===== config.mk =====
export PLATFORM = sky130hd
export DESIGN_NAME = system_instruction_field_parser_flat
export DESIGN_NICKNAME = d
export VERILOG_FILES = /design/src/design/sifp_pkg.sv /design/src/design/sifp_in_if.sv /design/src/design/sifp_out_if.sv /design/src/design/sifp_front.sv /design/src/design/sifp_fifo.sv /design/src/design/sifp_back.sv /design/src/design/system_instruction_field_parser.sv /design/src/flat_wrapper.sv
export SDC_FILE = /design/constraint.sdc
export NUM_CORES = 1
export LEC_CHECK = 0
export BUFFER_PORTS_ARGS = -buffer_cell sky130_fd_sc_hd__buf_2
export CAP_MARGIN = 20
export CORE_MARGIN = 5
export CORE_UTILIZATION = 50
export CTS_BUF_LIST = sky130_fd_sc_hd__clkbuf_4 sky130_fd_sc_hd__clkbuf_8
export CTS_CLUSTER_SIZE = 24
export DETAILED_ROUTE_END_ITERATION = 10
export PLACE_DENSITY = 0.67
export SLEW_MARGIN = 10
export SYNTH_ARGS = -nofsm -noshare
export SYNTH_HDL_FRONTEND = slang
export SYNTH_SLANG_ARGS = --single-unit

===== constraint.sdc =====
create_clock -name i_clk -period 17.8 [get_ports i_clk]
set_clock_uncertainty 0.15 [all_clocks]
set_input_delay 1.78 -clock i_clk [delete_from_list [all_inputs] [get_ports i_clk]]
set_output_delay 1.78 -clock i_clk [all_outputs]
set_load 0.02 [all_outputs]

===== src/design/sifp_pkg.sv =====
// Package for the system instruction field parser.
// Holds field tags, status codes, the per-kind layout and account tables,
// and the record passed from the front end to the back end.
package sifp_pkg;

    localparam int NUM_KINDS  = 13;
    localparam int LAYOUT_LEN = 7;
    localparam int STEP_W     = 3;
    localparam int OFF_W      = 11;
    localparam int QDEPTH     = 4;
    localparam int QPTR_W     = 2;

    localparam logic [3:0] KIND_NONE = 4'd13;

    typedef enum logic [3:0] {
        TAG_KIND    = 4'd0,
        TAG_AMOUNT  = 4'd1,
        TAG_SPACE   = 4'd2,
        TAG_OWNER   = 4'd3,
        TAG_BASE    = 4'd4,
        TAG_SEEDLEN = 4'd5,
        TAG_SEED    = 4'd6,
        TAG_NEWAUTH = 4'd7,
        TAG_IGNORED = 4'd8
    } t_tag;

    typedef enum logic [2:0] {
        ST_OK       = 3'd0,
        ST_SHORT    = 3'd1,
        ST_UNKNOWN  = 3'd2,
        ST_MISSING  = 3'd3,
        ST_SEEDLONG = 3'd4
    } t_status;

    typedef struct packed {
        logic             kind_ok;
        logic [3:0]       kind;
        t_tag             tag;
        logic [OFF_W-1:0] off;
        logic [7:0]       data;
        logic             last;
        t_status          status;
    } t_rec;

    localparam logic [3:0] LAYOUT_TAB [NUM_KINDS][LAYOUT_LEN] = '{
        '{4'd1, 4'd2, 4'd3, 4'd8, 4'd8, 4'd8, 4'd8},
        '{4'd3, 4'd8, 4'd8, 4'd8, 4'd8, 4'd8, 4'd8},
        '{4'd1, 4'd8, 4'd8, 4'd8, 4'd8, 4'd8, 4'd8},
        '{4'd4, 4'd5, 4'd6, 4'd1, 4'd2, 4'd3, 4'd8},
        '{4'd8, 4'd8, 4'd8, 4'd8, 4'd8, 4'd8, 4'd8},
        '{4'd1, 4'd8, 4'd8, 4'd8, 4'd8, 4'd8, 4'd8},
        '{4'd7, 4'd8, 4'd8, 4'd8, 4'd8, 4'd8, 4'd8},
        '{4'd7, 4'd8, 4'd8, 4'd8, 4'd8, 4'd8, 4'd8},
        '{4'd2, 4'd8, 4'd8, 4'd8, 4'd8, 4'd8, 4'd8},
        '{4'd4, 4'd5, 4'd6, 4'd2, 4'd3, 4'd8, 4'd8},
        '{4'd4, 4'd5, 4'd6, 4'd3, 4'd8, 4'd8, 4'd8},
        '{4'd1, 4'd5, 4'd6, 4'd3, 4'd8, 4'd8, 4'd8},
        '{4'd8, 4'd8, 4'd8, 4'd8, 4'd8, 4'd8, 4'd8}
    };

    function automatic t_tag layout_tag(input logic [3:0] kind, input logic [2:0] idx);
        t_tag res;
        if (kind >= 4'(NUM_KINDS) || idx >= 3'(LAYOUT_LEN)) begin
            res = TAG_IGNORED;
        end else begin
            res = t_tag'(LAYOUT_TAB[kind][idx]);
        end
        return res;
    endfunction

    function automatic logic [2:0] need_accounts(input logic [3:0] kind);
        logic [2:0] res;
        unique case (kind)
            4'd0:    res = 3'd2;
            4'd1:    res = 3'd1;
            4'd2:    res = 3'd2;
            4'd3:    res = 3'd2;
            4'd4:    res = 3'd3;
            4'd5:    res = 3'd5;
            4'd6:    res = 3'd1;
            4'd7:    res = 3'd2;
            4'd8:    res = 3'd1;
            4'd9:    res = 3'd2;
            4'd10:   res = 3'd2;
            4'd11:   res = 3'd3;
            4'd12:   res = 3'd1;
            default: res = 3'd0;
        endcase
        return res;
    endfunction

    function automatic logic [4:0] field_last(input t_tag tag);
        logic [4:0] res;
        if (tag == TAG_AMOUNT || tag == TAG_SPACE || tag == TAG_SEEDLEN) begin
            res = 5'd7;
        end else begin
            res = 5'd31;
        end
        return res;
    endfunction

endpackage


===== src/design/sifp_in_if.sv =====
// Input channel of the field parser: one data byte per transaction.
// Depends on sifp_pkg.
interface sifp_in_if
    import sifp_pkg::*;
();
    logic       valid;
    logic       ready;
    logic [7:0] data_byte;
    logic [7:0] num_accounts;
    logic       last_byte;

    modport source (output valid, output data_byte, output num_accounts,
                    output last_byte, input ready);
    modport sink   (input valid, input data_byte, input num_accounts,
                    input last_byte, output ready);
endinterface


===== src/design/sifp_out_if.sv =====
// Output channel of the field parser: one tagged byte per transaction.
// Depends on sifp_pkg.
interface sifp_out_if
    import sifp_pkg::*;
();
    logic             valid;
    logic             ready;
    logic [3:0]       kind_code;
    logic [3:0]       field_tag;
    logic [OFF_W-1:0] field_offset;
    logic [7:0]       byte_out;
    logic             done_res;
    logic [2:0]       status;
    logic [2:0]       accounts_needed;

    modport source (output valid, output kind_code, output field_tag,
                    output field_offset, output byte_out, output done_res,
                    output status, output accounts_needed, input ready);
    modport sink   (input valid, input kind_code, input field_tag,
                    input field_offset, input byte_out, input done_res,
                    input status, input accounts_needed, output ready);
endinterface


===== src/design/sifp_front.sv =====
// Front end of the field parser: accepts bytes, walks the per-kind layout
// and emits one classified record per byte into the queue.
// Depends on sifp_pkg and sifp_in_if.
module sifp_front
    import sifp_pkg::*;
#(
    parameter int MAX_DATA_BYTES = 2048
) (
    input  logic         i_clk,
    input  logic         i_rst_n,
    sifp_in_if.sink      i_in,
    input  logic         i_full,
    output logic         o_push,
    output t_rec         o_rec
);

    localparam int SEED_W = $clog2(MAX_DATA_BYTES + 1);
    localparam logic [SEED_W-1:0] SEED_MAX = SEED_W'(MAX_DATA_BYTES);

    logic [STEP_W-1:0] r_step,    n_step;
    logic [OFF_W-1:0]  r_bif,     n_bif;
    logic [3:0]        r_klo,     n_klo;
    logic              r_khi,     n_khi;
    logic [SEED_W-1:0] r_seed,    n_seed;
    logic              r_seed_hi, n_seed_hi;
    t_status           r_err,     n_err;

    logic              w_take;
    logic              w_kvalid_cur;
    logic              w_kvalid_nxt;
    t_tag              w_tag;
    t_tag              w_end_tag;
    logic [63:0]       w_sh;
    logic              w_adv;
    logic [STEP_W-1:0] w_step1;
    t_status           w_status;

    assign i_in.ready = !i_full;
    assign w_take     = i_in.valid && i_in.ready;
    assign o_push     = w_take;

    always_comb begin
        w_kvalid_cur = (r_step != '0) && !r_khi && (r_klo < 4'(NUM_KINDS));
        if (r_step == '0) begin
            w_tag = TAG_KIND;
        end else if (!w_kvalid_cur || r_err != ST_OK) begin
            w_tag = TAG_IGNORED;
        end else begin
            w_tag = layout_tag(r_klo, r_step - 3'd1);
        end
        w_sh = 64'(i_in.data_byte) << {r_bif[2:0], 3'b000};

        n_step    = r_step;
        n_bif     = r_bif;
        n_klo     = r_klo;
        n_khi     = r_khi;
        n_seed    = r_seed;
        n_seed_hi = r_seed_hi;
        n_err     = r_err;
        w_adv     = 1'b0;

        priority if (r_err != ST_OK) begin
            n_bif = r_bif + 11'd1;
        end else if (r_step == '0) begin
            if (r_bif[1:0] == 2'd0) begin
                n_klo = r_klo | i_in.data_byte[3:0];
                n_khi = r_khi | (|i_in.data_byte[7:4]);
            end else begin
                n_khi = r_khi | (|i_in.data_byte);
            end
            n_bif = r_bif + 11'd1;
            if (r_bif[1:0] == 2'd3) begin
                n_step = 3'd1;
                n_bif  = '0;
                if (n_khi || n_klo >= 4'(NUM_KINDS)) begin
                    n_err = ST_UNKNOWN;
                end else if (i_in.num_accounts < 8'(need_accounts(n_klo))) begin
                    n_err = ST_MISSING;
                end
            end
        end else if (w_tag == TAG_IGNORED) begin
            n_bif = r_bif + 11'd1;
        end else if (w_tag == TAG_SEED) begin
            n_seed = r_seed - SEED_W'(1);
            n_bif  = r_bif + 11'd1;
            w_adv  = (n_seed == '0) && !n_seed_hi;
        end else begin
            if (w_tag == TAG_SEEDLEN) begin
                n_seed    = r_seed | w_sh[SEED_W-1:0];
                n_seed_hi = r_seed_hi | (|w_sh[63:SEED_W]);
            end
            n_bif = r_bif + 11'd1;
            if (r_bif[4:0] == field_last(w_tag)) begin
                if (w_tag == TAG_SEEDLEN && (n_seed_hi || n_seed > SEED_MAX)) begin
                    n_err = ST_SEEDLONG;
                end
                w_adv = 1'b1;
            end
        end

        w_step1 = (r_step < 3'(LAYOUT_LEN)) ? r_step + 3'd1 : r_step;
        if (w_adv) begin
            n_bif = '0;
            if (layout_tag(r_klo, w_step1 - 3'd1) == TAG_SEED && n_seed == '0
                && !n_seed_hi && w_step1 < 3'(LAYOUT_LEN)) begin
                n_step = w_step1 + 3'd1;
            end else begin
                n_step = w_step1;
            end
        end

        w_kvalid_nxt = (n_step != '0) && !n_khi && (n_klo < 4'(NUM_KINDS));
        w_end_tag    = layout_tag(n_klo, n_step - 3'd1);
        if (!i_in.last_byte) begin
            w_status = ST_OK;
        end else if (n_err != ST_OK) begin
            w_status = n_err;
        end else if (n_step == '0) begin
            w_status = ST_SHORT;
        end else if (w_end_tag == TAG_IGNORED) begin
            w_status = ST_OK;
        end else if (w_end_tag == TAG_SEED) begin
            w_status = ST_SEEDLONG;
        end else begin
            w_status = ST_SHORT;
        end

        o_rec.kind_ok = w_kvalid_nxt;
        o_rec.kind    = n_klo;
        o_rec.tag     = w_tag;
        o_rec.off     = r_bif;
        o_rec.data    = i_in.data_byte;
        o_rec.last    = i_in.last_byte;
        o_rec.status  = w_status;
    end

    always_ff @(posedge i_clk) begin
        if (!i_rst_n || (w_take && i_in.last_byte)) begin
            r_step    <= '0;
            r_bif     <= '0;
            r_klo     <= '0;
            r_khi     <= 1'b0;
            r_seed    <= '0;
            r_seed_hi <= 1'b0;
            r_err     <= ST_OK;
        end else if (w_take) begin
            r_step    <= n_step;
            r_bif     <= n_bif;
            r_klo     <= n_klo;
            r_khi     <= n_khi;
            r_seed    <= n_seed;
            r_seed_hi <= n_seed_hi;
            r_err     <= n_err;
        end
    end

endmodule


===== src/design/sifp_fifo.sv =====
// Short record queue between the parser front end and the output stage.
// Depends on sifp_pkg.
module sifp_fifo
    import sifp_pkg::*;
(
    input  logic i_clk,
    input  logic i_rst_n,
    input  logic i_push,
    input  t_rec i_rec,
    input  logic i_pop,
    output logic o_full,
    output logic o_valid,
    output t_rec o_rec
);

    t_rec              r_mem [QDEPTH];
    logic [QPTR_W-1:0] r_wr;
    logic [QPTR_W-1:0] r_rd;
    logic [QPTR_W:0]   r_cnt;

    assign o_full  = (r_cnt == (QPTR_W + 1)'(QDEPTH));
    assign o_valid = (r_cnt != '0);
    assign o_rec   = r_mem[r_rd];

    always_ff @(posedge i_clk) begin
        if (i_push) begin
            r_mem[r_wr] <= i_rec;
        end
    end

    always_ff @(posedge i_clk) begin
        if (!i_rst_n) begin
            r_wr  <= '0;
            r_rd  <= '0;
            r_cnt <= '0;
        end else begin
            if (i_push) begin
                r_wr <= r_wr + 1'b1;
            end
            if (i_pop) begin
                r_rd <= r_rd + 1'b1;
            end
            unique case ({i_push, i_pop})
                2'b10:   r_cnt <= r_cnt + 1'b1;
                2'b01:   r_cnt <= r_cnt - 1'b1;
                default: r_cnt <= r_cnt;
            endcase
        end
    end

endmodule


===== src/design/sifp_back.sv =====
// Output stage of the field parser: maps queued records to the kind code
// and account need, and holds them in the output register.
// Depends on sifp_pkg and sifp_out_if.
module sifp_back
    import sifp_pkg::*;
(
    input  logic       i_clk,
    input  logic       i_rst_n,
    input  logic       i_valid,
    input  t_rec       i_rec,
    output logic       o_pop,
    sifp_out_if.source o_out
);

    logic             r_valid;
    logic [3:0]       r_kind;
    logic [3:0]       r_tag;
    logic [OFF_W-1:0] r_off;
    logic [7:0]       r_data;
    logic             r_last;
    logic [2:0]       r_status;
    logic [2:0]       r_need;

    assign o_pop = i_valid && (!r_valid || o_out.ready);

    assign o_out.valid           = r_valid;
    assign o_out.kind_code       = r_kind;
    assign o_out.field_tag       = r_tag;
    assign o_out.field_offset    = r_off;
    assign o_out.byte_out        = r_data;
    assign o_out.done_res        = r_last;
    assign o_out.status          = r_status;
    assign o_out.accounts_needed = r_need;

    always_ff @(posedge i_clk) begin
        if (!i_rst_n) begin
            r_valid <= 1'b0;
        end else if (o_pop) begin
            r_valid <= 1'b1;
        end else if (o_out.ready) begin
            r_valid <= 1'b0;
        end
    end

    always_ff @(posedge i_clk) begin
        if (o_pop) begin
            r_kind   <= i_rec.kind_ok ? i_rec.kind : KIND_NONE;
            r_need   <= i_rec.kind_ok ? need_accounts(i_rec.kind) : 3'd0;
            r_tag    <= i_rec.tag;
            r_off    <= i_rec.off;
            r_data   <= i_rec.data;
            r_last   <= i_rec.last;
            r_status <= i_rec.status;
        end
    end

endmodule


===== src/design/system_instruction_field_parser.sv =====
// System instruction field parser, top level.
// Input channel i_in carries one instruction data byte per transaction, with
// the instruction's account count and a last-byte flag. Output channel o_out
// carries one result per input byte: the byte, its field tag and offset, the
// decoded kind and accounts needed, and on the last byte a status.
// The first four bytes form the little-endian kind; a kind past 12 or an
// account count below the kind's need latches an error and later bytes are
// tagged ignored. A seed length above MAX_DATA_BYTES latches seed too long.
// Throughput: one byte per cycle while the queue is not full, with no gaps
// between instructions. The front end updates the layout walker in the
// cycle of acceptance; the record is written into the queue and from there
// into the output register, which holds the result shown on o_out.
// A four-entry queue sits between the walker and the output register; when
// o_out stalls the queue fills and i_in.ready drops once it is full, and no
// result is lost. Synchronous active-low reset empties the queue, clears the
// output valid and returns the walker to the kind field; the same return
// happens after every last byte.
// Depends on sifp_pkg, sifp_in_if, sifp_out_if, sifp_front, sifp_fifo,
// sifp_back.
module system_instruction_field_parser
    import sifp_pkg::*;
#(
    parameter int MAX_DATA_BYTES = 2048
) (
    input  logic       i_clk,
    input  logic       i_rst_n,
    sifp_in_if.sink    i_in,
    sifp_out_if.source o_out
);

    logic w_push;
    logic w_full;
    logic w_qvalid;
    logic w_pop;
    t_rec w_front_rec;
    t_rec w_queue_rec;

    sifp_front #(
        .MAX_DATA_BYTES(MAX_DATA_BYTES)
    ) u_front (
        .i_clk  (i_clk),
        .i_rst_n(i_rst_n),
        .i_in   (i_in),
        .i_full (w_full),
        .o_push (w_push),
        .o_rec  (w_front_rec)
    );

    sifp_fifo u_fifo (
        .i_clk  (i_clk),
        .i_rst_n(i_rst_n),
        .i_push (w_push),
        .i_rec  (w_front_rec),
        .i_pop  (w_pop),
        .o_full (w_full),
        .o_valid(w_qvalid),
        .o_rec  (w_queue_rec)
    );

    sifp_back u_back (
        .i_clk  (i_clk),
        .i_rst_n(i_rst_n),
        .i_valid(w_qvalid),
        .i_rec  (w_queue_rec),
        .o_pop  (w_pop),
        .o_out  (o_out)
    );

endmodule


===== src/flat_wrapper.sv =====
// flat-port wrapper written by rule: the top's interface ports become plain ports
module system_instruction_field_parser_flat import sifp_pkg::*;
#(
    parameter int MAX_DATA_BYTES = 2048
)
  (i_clk, i_rst_n, i_in_valid, i_in_data_byte, i_in_num_accounts, i_in_last_byte, i_in_ready, o_out_valid, o_out_kind_code, o_out_field_tag, o_out_field_offset, o_out_byte_out, o_out_done_res, o_out_status, o_out_accounts_needed, o_out_ready);
  sifp_in_if i_in_i ();
  sifp_out_if o_out_i ();
  input  logic i_clk;
  input  logic i_rst_n;
  input wire logic [$bits(i_in_i.valid)-1:0] i_in_valid;
  input wire logic [$bits(i_in_i.data_byte)-1:0] i_in_data_byte;
  input wire logic [$bits(i_in_i.num_accounts)-1:0] i_in_num_accounts;
  input wire logic [$bits(i_in_i.last_byte)-1:0] i_in_last_byte;
  output wire logic [$bits(i_in_i.ready)-1:0] i_in_ready;
  output wire logic [$bits(o_out_i.valid)-1:0] o_out_valid;
  output wire logic [$bits(o_out_i.kind_code)-1:0] o_out_kind_code;
  output wire logic [$bits(o_out_i.field_tag)-1:0] o_out_field_tag;
  output wire logic [$bits(o_out_i.field_offset)-1:0] o_out_field_offset;
  output wire logic [$bits(o_out_i.byte_out)-1:0] o_out_byte_out;
  output wire logic [$bits(o_out_i.done_res)-1:0] o_out_done_res;
  output wire logic [$bits(o_out_i.status)-1:0] o_out_status;
  output wire logic [$bits(o_out_i.accounts_needed)-1:0] o_out_accounts_needed;
  input wire logic [$bits(o_out_i.ready)-1:0] o_out_ready;
  assign i_in_i.valid = i_in_valid;
  assign i_in_i.data_byte = i_in_data_byte;
  assign i_in_i.num_accounts = i_in_num_accounts;
  assign i_in_i.last_byte = i_in_last_byte;
  assign i_in_ready = i_in_i.ready;
  assign o_out_valid = o_out_i.valid;
  assign o_out_kind_code = o_out_i.kind_code;
  assign o_out_field_tag = o_out_i.field_tag;
  assign o_out_field_offset = o_out_i.field_offset;
  assign o_out_byte_out = o_out_i.byte_out;
  assign o_out_done_res = o_out_i.done_res;
  assign o_out_status = o_out_i.status;
  assign o_out_accounts_needed = o_out_i.accounts_needed;
  assign o_out_i.ready = o_out_ready;
  system_instruction_field_parser #(.MAX_DATA_BYTES(MAX_DATA_BYTES)) u_core (.i_clk(i_clk), .i_rst_n(i_rst_n), .i_in(i_in_i), .o_out(o_out_i));
endmodule

==> results.md <==
- Ys Warns: 0
- Clock root cell: clkbuf_8
- Static Leak: 4.056 nW
- WL final: 22,610 um
- Share of post-route cells with drive strength above 1: 0.1925
- Crit Reg-Reg Endpoint: u_core.u_fifo.r_mem[0][0]
- Initial antenna violation count: 0
- Clk buf depth: 3
- Asr flop ratio synth: 0
- Final min period: 6.952 ns
- Final Core Density: 0.5684
- Critical Path AT: 7.05 ns
- Syn Nets: 914
- CTS tree: built
- Hold Vio Cnt, Final: 0
- CP Launch Type: flip-flop
- Iteration-0 DRC Markers: 673
- Clock sink count: 207
- R2R cell count: 22
- Resize count post-CTS: 0
- CP cell instances: inv_1, ha_1, ha_1, or3_1, a31o_1, or2_1, or4_1, clkinv_8, o21ai_0, o211ai_2, mux2i_4, ha_1, ha_1, a21oi_1, a31oi_1, o2111ai_1, o21ai_0, nor2_1, a21oi_1, and2_1, mux2i_1, o311a_1
- Reg-to-reg setup timing slack: 10.85 ns
- Worst Hold End: u_core.u_fifo.r_cnt[2]
- Post-synth top area share: 0.4725
- Worst setup path category: reg2reg
- Hpwl dp: 15,200 um
- First-pass GRT wire length: around 37,000 um
- # Max-Cap Violations: 0
- Slowest cell on crit path: dfxtp_1
- Most common flop cell mapped by yosys: edfxtp_1
- HP Start: u_core.u_fifo.r_cnt[2]
- Status: complete, no violations
- DR DRC count: 0
- Register bit total from synthesis: a little over 200
- Combinational family with the most area after synthesis: simple AND/OR/NAND/NOR gates
- Total chip power: roughly 1.6 mW
- Synth cell types: 88
- Setup TNS: 0 ns
- Post-CTS Hold Buffers: 0
- Number of flops mapped to enable cells by yosys: 162
- Drt wl/cell: 18.77 um
- Die height: ~150 um
- Clk_lat worst skew: 0.54 ns
- Starting density of the core: 0.5088
- Via count: 7,148
- Maximum level of the CTS H-tree: 1
- Simple-gate portion of the synthesized area: 0.1428
- Reg clk slew, reported paths: ~0.060 ns
- Synth area leaders: edfxtp_1 (47%), dfxtp_1 (8.7%), mux4_2 (7.0%)
- DIE AREA: about 24,000 um^2
- Xor/xnor share of the synthesized area: 0.007656
- Relative slew slack: 0.4129
- Sequential element share of the synthesized area: 0.5600
- Synth Cell Area: just over 10,000 um^2
- Setup bufs post-CTS: 0
- Avg Inst Size Synth: 12.01 um^2
- Hold path depth: 2
- Row count: 52
- Hold WC Path Type: reg2reg
- Detail Route Antenna Nets: 0
- Nets@finish: 969
- Cts bufs inserted: 31
- Largest net degree at the start of global routing: 37
- Die W: 153.5 um
- Top cells by count, synth: edfxtp_1 (162), nor2_1 (62), nand2_1 (56)
- Tot GR Track Use: 0.1899
- Largest fanout on the critical path: 20
- IO Pins: 57
- Synth Area in Adders: 0.04448
- Tcrit/Tclk final: 0.3906
- Vias per inst: 5.932
- Synth Area in Compound Gates: 0.1261
- Slew of the pin with the lowest slew margin: 0.8725 ns
- IO Port Bufs: 56
- WP buf/inv: 2
- Largest area contributor in the netlist: edfxtp_1
- Mux contribution to synthesized area: 0.08093
- PwrDens: 135.9 nW/um^2
- CP max stage delay: 0.69 ns
- Area grow syn2layout: 11.70%
- Grt ovf: 0
- Launch point of the worst reg-to-reg path: u_core.u_front.r_step[0]
- Pre-Repair DR Iteration Count: 5
- Worst VDD drop: around 0.059 mV
- RSZ-0062 raised after global routing: no
- Cells after synthesis: 857
- Ant. Diodes: 0
- Max Slew Vio Count: 0
- Top-count cell post-synth: edfxtp_1
- Crit-path leading delay family: compound AO/OA/AOI/OAI gates
- Routability Congestion: between 0.9 and 1
- CP most frequent cell: ha_1
- Final setup viols: 0
- Worst path required time: 17.90 ns
- Fmax: 143.8 MHz
- CORE AREA: about 20,000 um^2
- Worst Setup End Kind: flip-flop
- Vias in the first global route: 7,012
## placed cells by master (no fill, tap or decap), types with 5 or more instances in the layout
cell / Yosys / final
edfxtp_1: 162 / 162
nor2b_1: 8 / 8
nand2b_1: 17 / 17
o21ai_0: 34 / 34
a21boi_0: 5 / 5
xor2_1: 6 / 6
nor4_1: 11 / 11
clkbuf_4: 0 / 10
mux4_2: 32 / 32
a22o_1: 6 / 6
o31ai_1: 5 / 5
nor2_1: 62 / 62
or3_1: 11 / 11
a311oi_1: 7 / 7
buf_4: 2 / 13
a21o_1: 6 / 6
and2_1: 14 / 14
nand2_1: 56 / 56
ha_1: 35 / 35
nand4_1: 11 / 11
nor3_1: 34 / 34
clkbuf_8: 0 / 38
a211oi_1: 13 / 13
dfxtp_1: 45 / 44
buf_2: 4 / 56
and3_1: 8 / 8
a21oi_1: 52 / 51
nand3_1: 20 / 20
a31oi_1: 18 / 18
inv_1: 43 / 43
## area by class of cell
cell class                 instances  area [um^2]
fill                            1661         8733
sequential                       207         5767
multi-input combinational        559         4154
clock buffer                      48        598.1
timing repair buffer              69        377.9
tap                              270        337.8
inverter                          44        177.7
clock inverter                     8        88.84
## per-layer routing
layer / GRT usage / wire length, um / part of all wire
met1: 0.2678 / 10110 / 0.45
met3: 0.03007 / 1472 / 0.065
met4: 0.05719 / 526 / 0.023
met5: 0 / 0 / 0
met2: 0.3069 / 10500 / 0.46
## logic make-up (layout without fill, tap and decap cells)
kind of cell	count (synthesis)	in the layout
and+or+nand+nor	281	281
AOI/OAI and AO/OA	192	192
buffers and inverters	91	169
adders and majority gates	36	36
DFF	207	207
muxes	41	41
xor gates and xnor gates	9	9
## how the worst max path moves through the flow
stage                                   from                        end  depth (start not counted)
floorplan           u_core.u_front.r_step[0]  u_core.u_fifo.r_mem[0][0]                         27
detailed placement  u_core.u_front.r_step[0]  u_core.u_fifo.r_mem[0][0]                         22
global route        u_core.u_front.r_step[0]  u_core.u_fifo.r_mem[0][0]                         24
finish              u_core.u_front.r_step[0]  u_core.u_fifo.r_mem[0][0]                         22
CTS                 u_core.u_front.r_step[0]  u_core.u_fifo.r_mem[0][0]                         22
global placement    u_core.u_front.r_step[0]  u_core.u_fifo.r_mem[0][0]                         22
## metrics by stage
step                area (um^2)  worst slack (ns)  cells  hold slack (ns)
global route              11500             10.32   1205           0.3794
floorplan                 10300             11.75    857           0.3171
global placement          10810             11.12   1149           0.3424
detailed placement        10810             10.90   1149           0.3528
finish                    11500             10.85   1205           0.3589
CTS                       11500             10.88   1205           0.3609
## sequential cells by signal (all words and copies together) (netlist names), 3 cells and up, named ones only
signal,flops
u_core.u_fifo.r_mem,128
u_core.u_back.o_out.field_offset,11
u_core.u_front.r_err,3
u_core.u_back.o_out.kind_code,4
u_core.u_back.o_out.accounts_needed,3
u_core.u_front.r_seed,12
u_core.u_back.o_out.field_tag,4
u_core.u_front.r_klo,4
u_core.u_front.r_step,3
u_core.u_back.o_out.byte_out,8
u_core.u_fifo.r_cnt,3
u_core.u_front.r_bif,11
u_core.u_back.o_out.status,3
## worst register-to-register path, stage by stage (launching register included)
cell and delay [ns]:
dfxtp_1 0.69, inv_1 0.27, ha_1 0.27, ha_1 0.18, or3_1 0.32, a31o_1 0.22, or2_1 0.28, or4_1 0.69
clkinv_8 0.16, o21ai_0 0.14, o211ai_2 0.55, mux2i_4 0.67, ha_1 0.26, ha_1 0.29, a21oi_1 0.09, a31oi_1 0.31
o2111ai_1 0.16, o21ai_0 0.10, nor2_1 0.05, a21oi_1 0.22, and2_1 0.16, mux2i_1 0.06, o311a_1 0.39
## report_power, final
part / internal [mW] / leakage (nW) / switching (mW) / total (mW)
clock network: 0.242 / 0.360 / 0.169 / 0.410
registers: 0.639 / 1.91 / 0.0302 / 0.669
logic: 0.177 / 1.78 / 0.307 / 0.484
total: 1.06 / 4.06 / 0.506 / 1.56
Note: power is estimated with default switching activity, not from simulation.
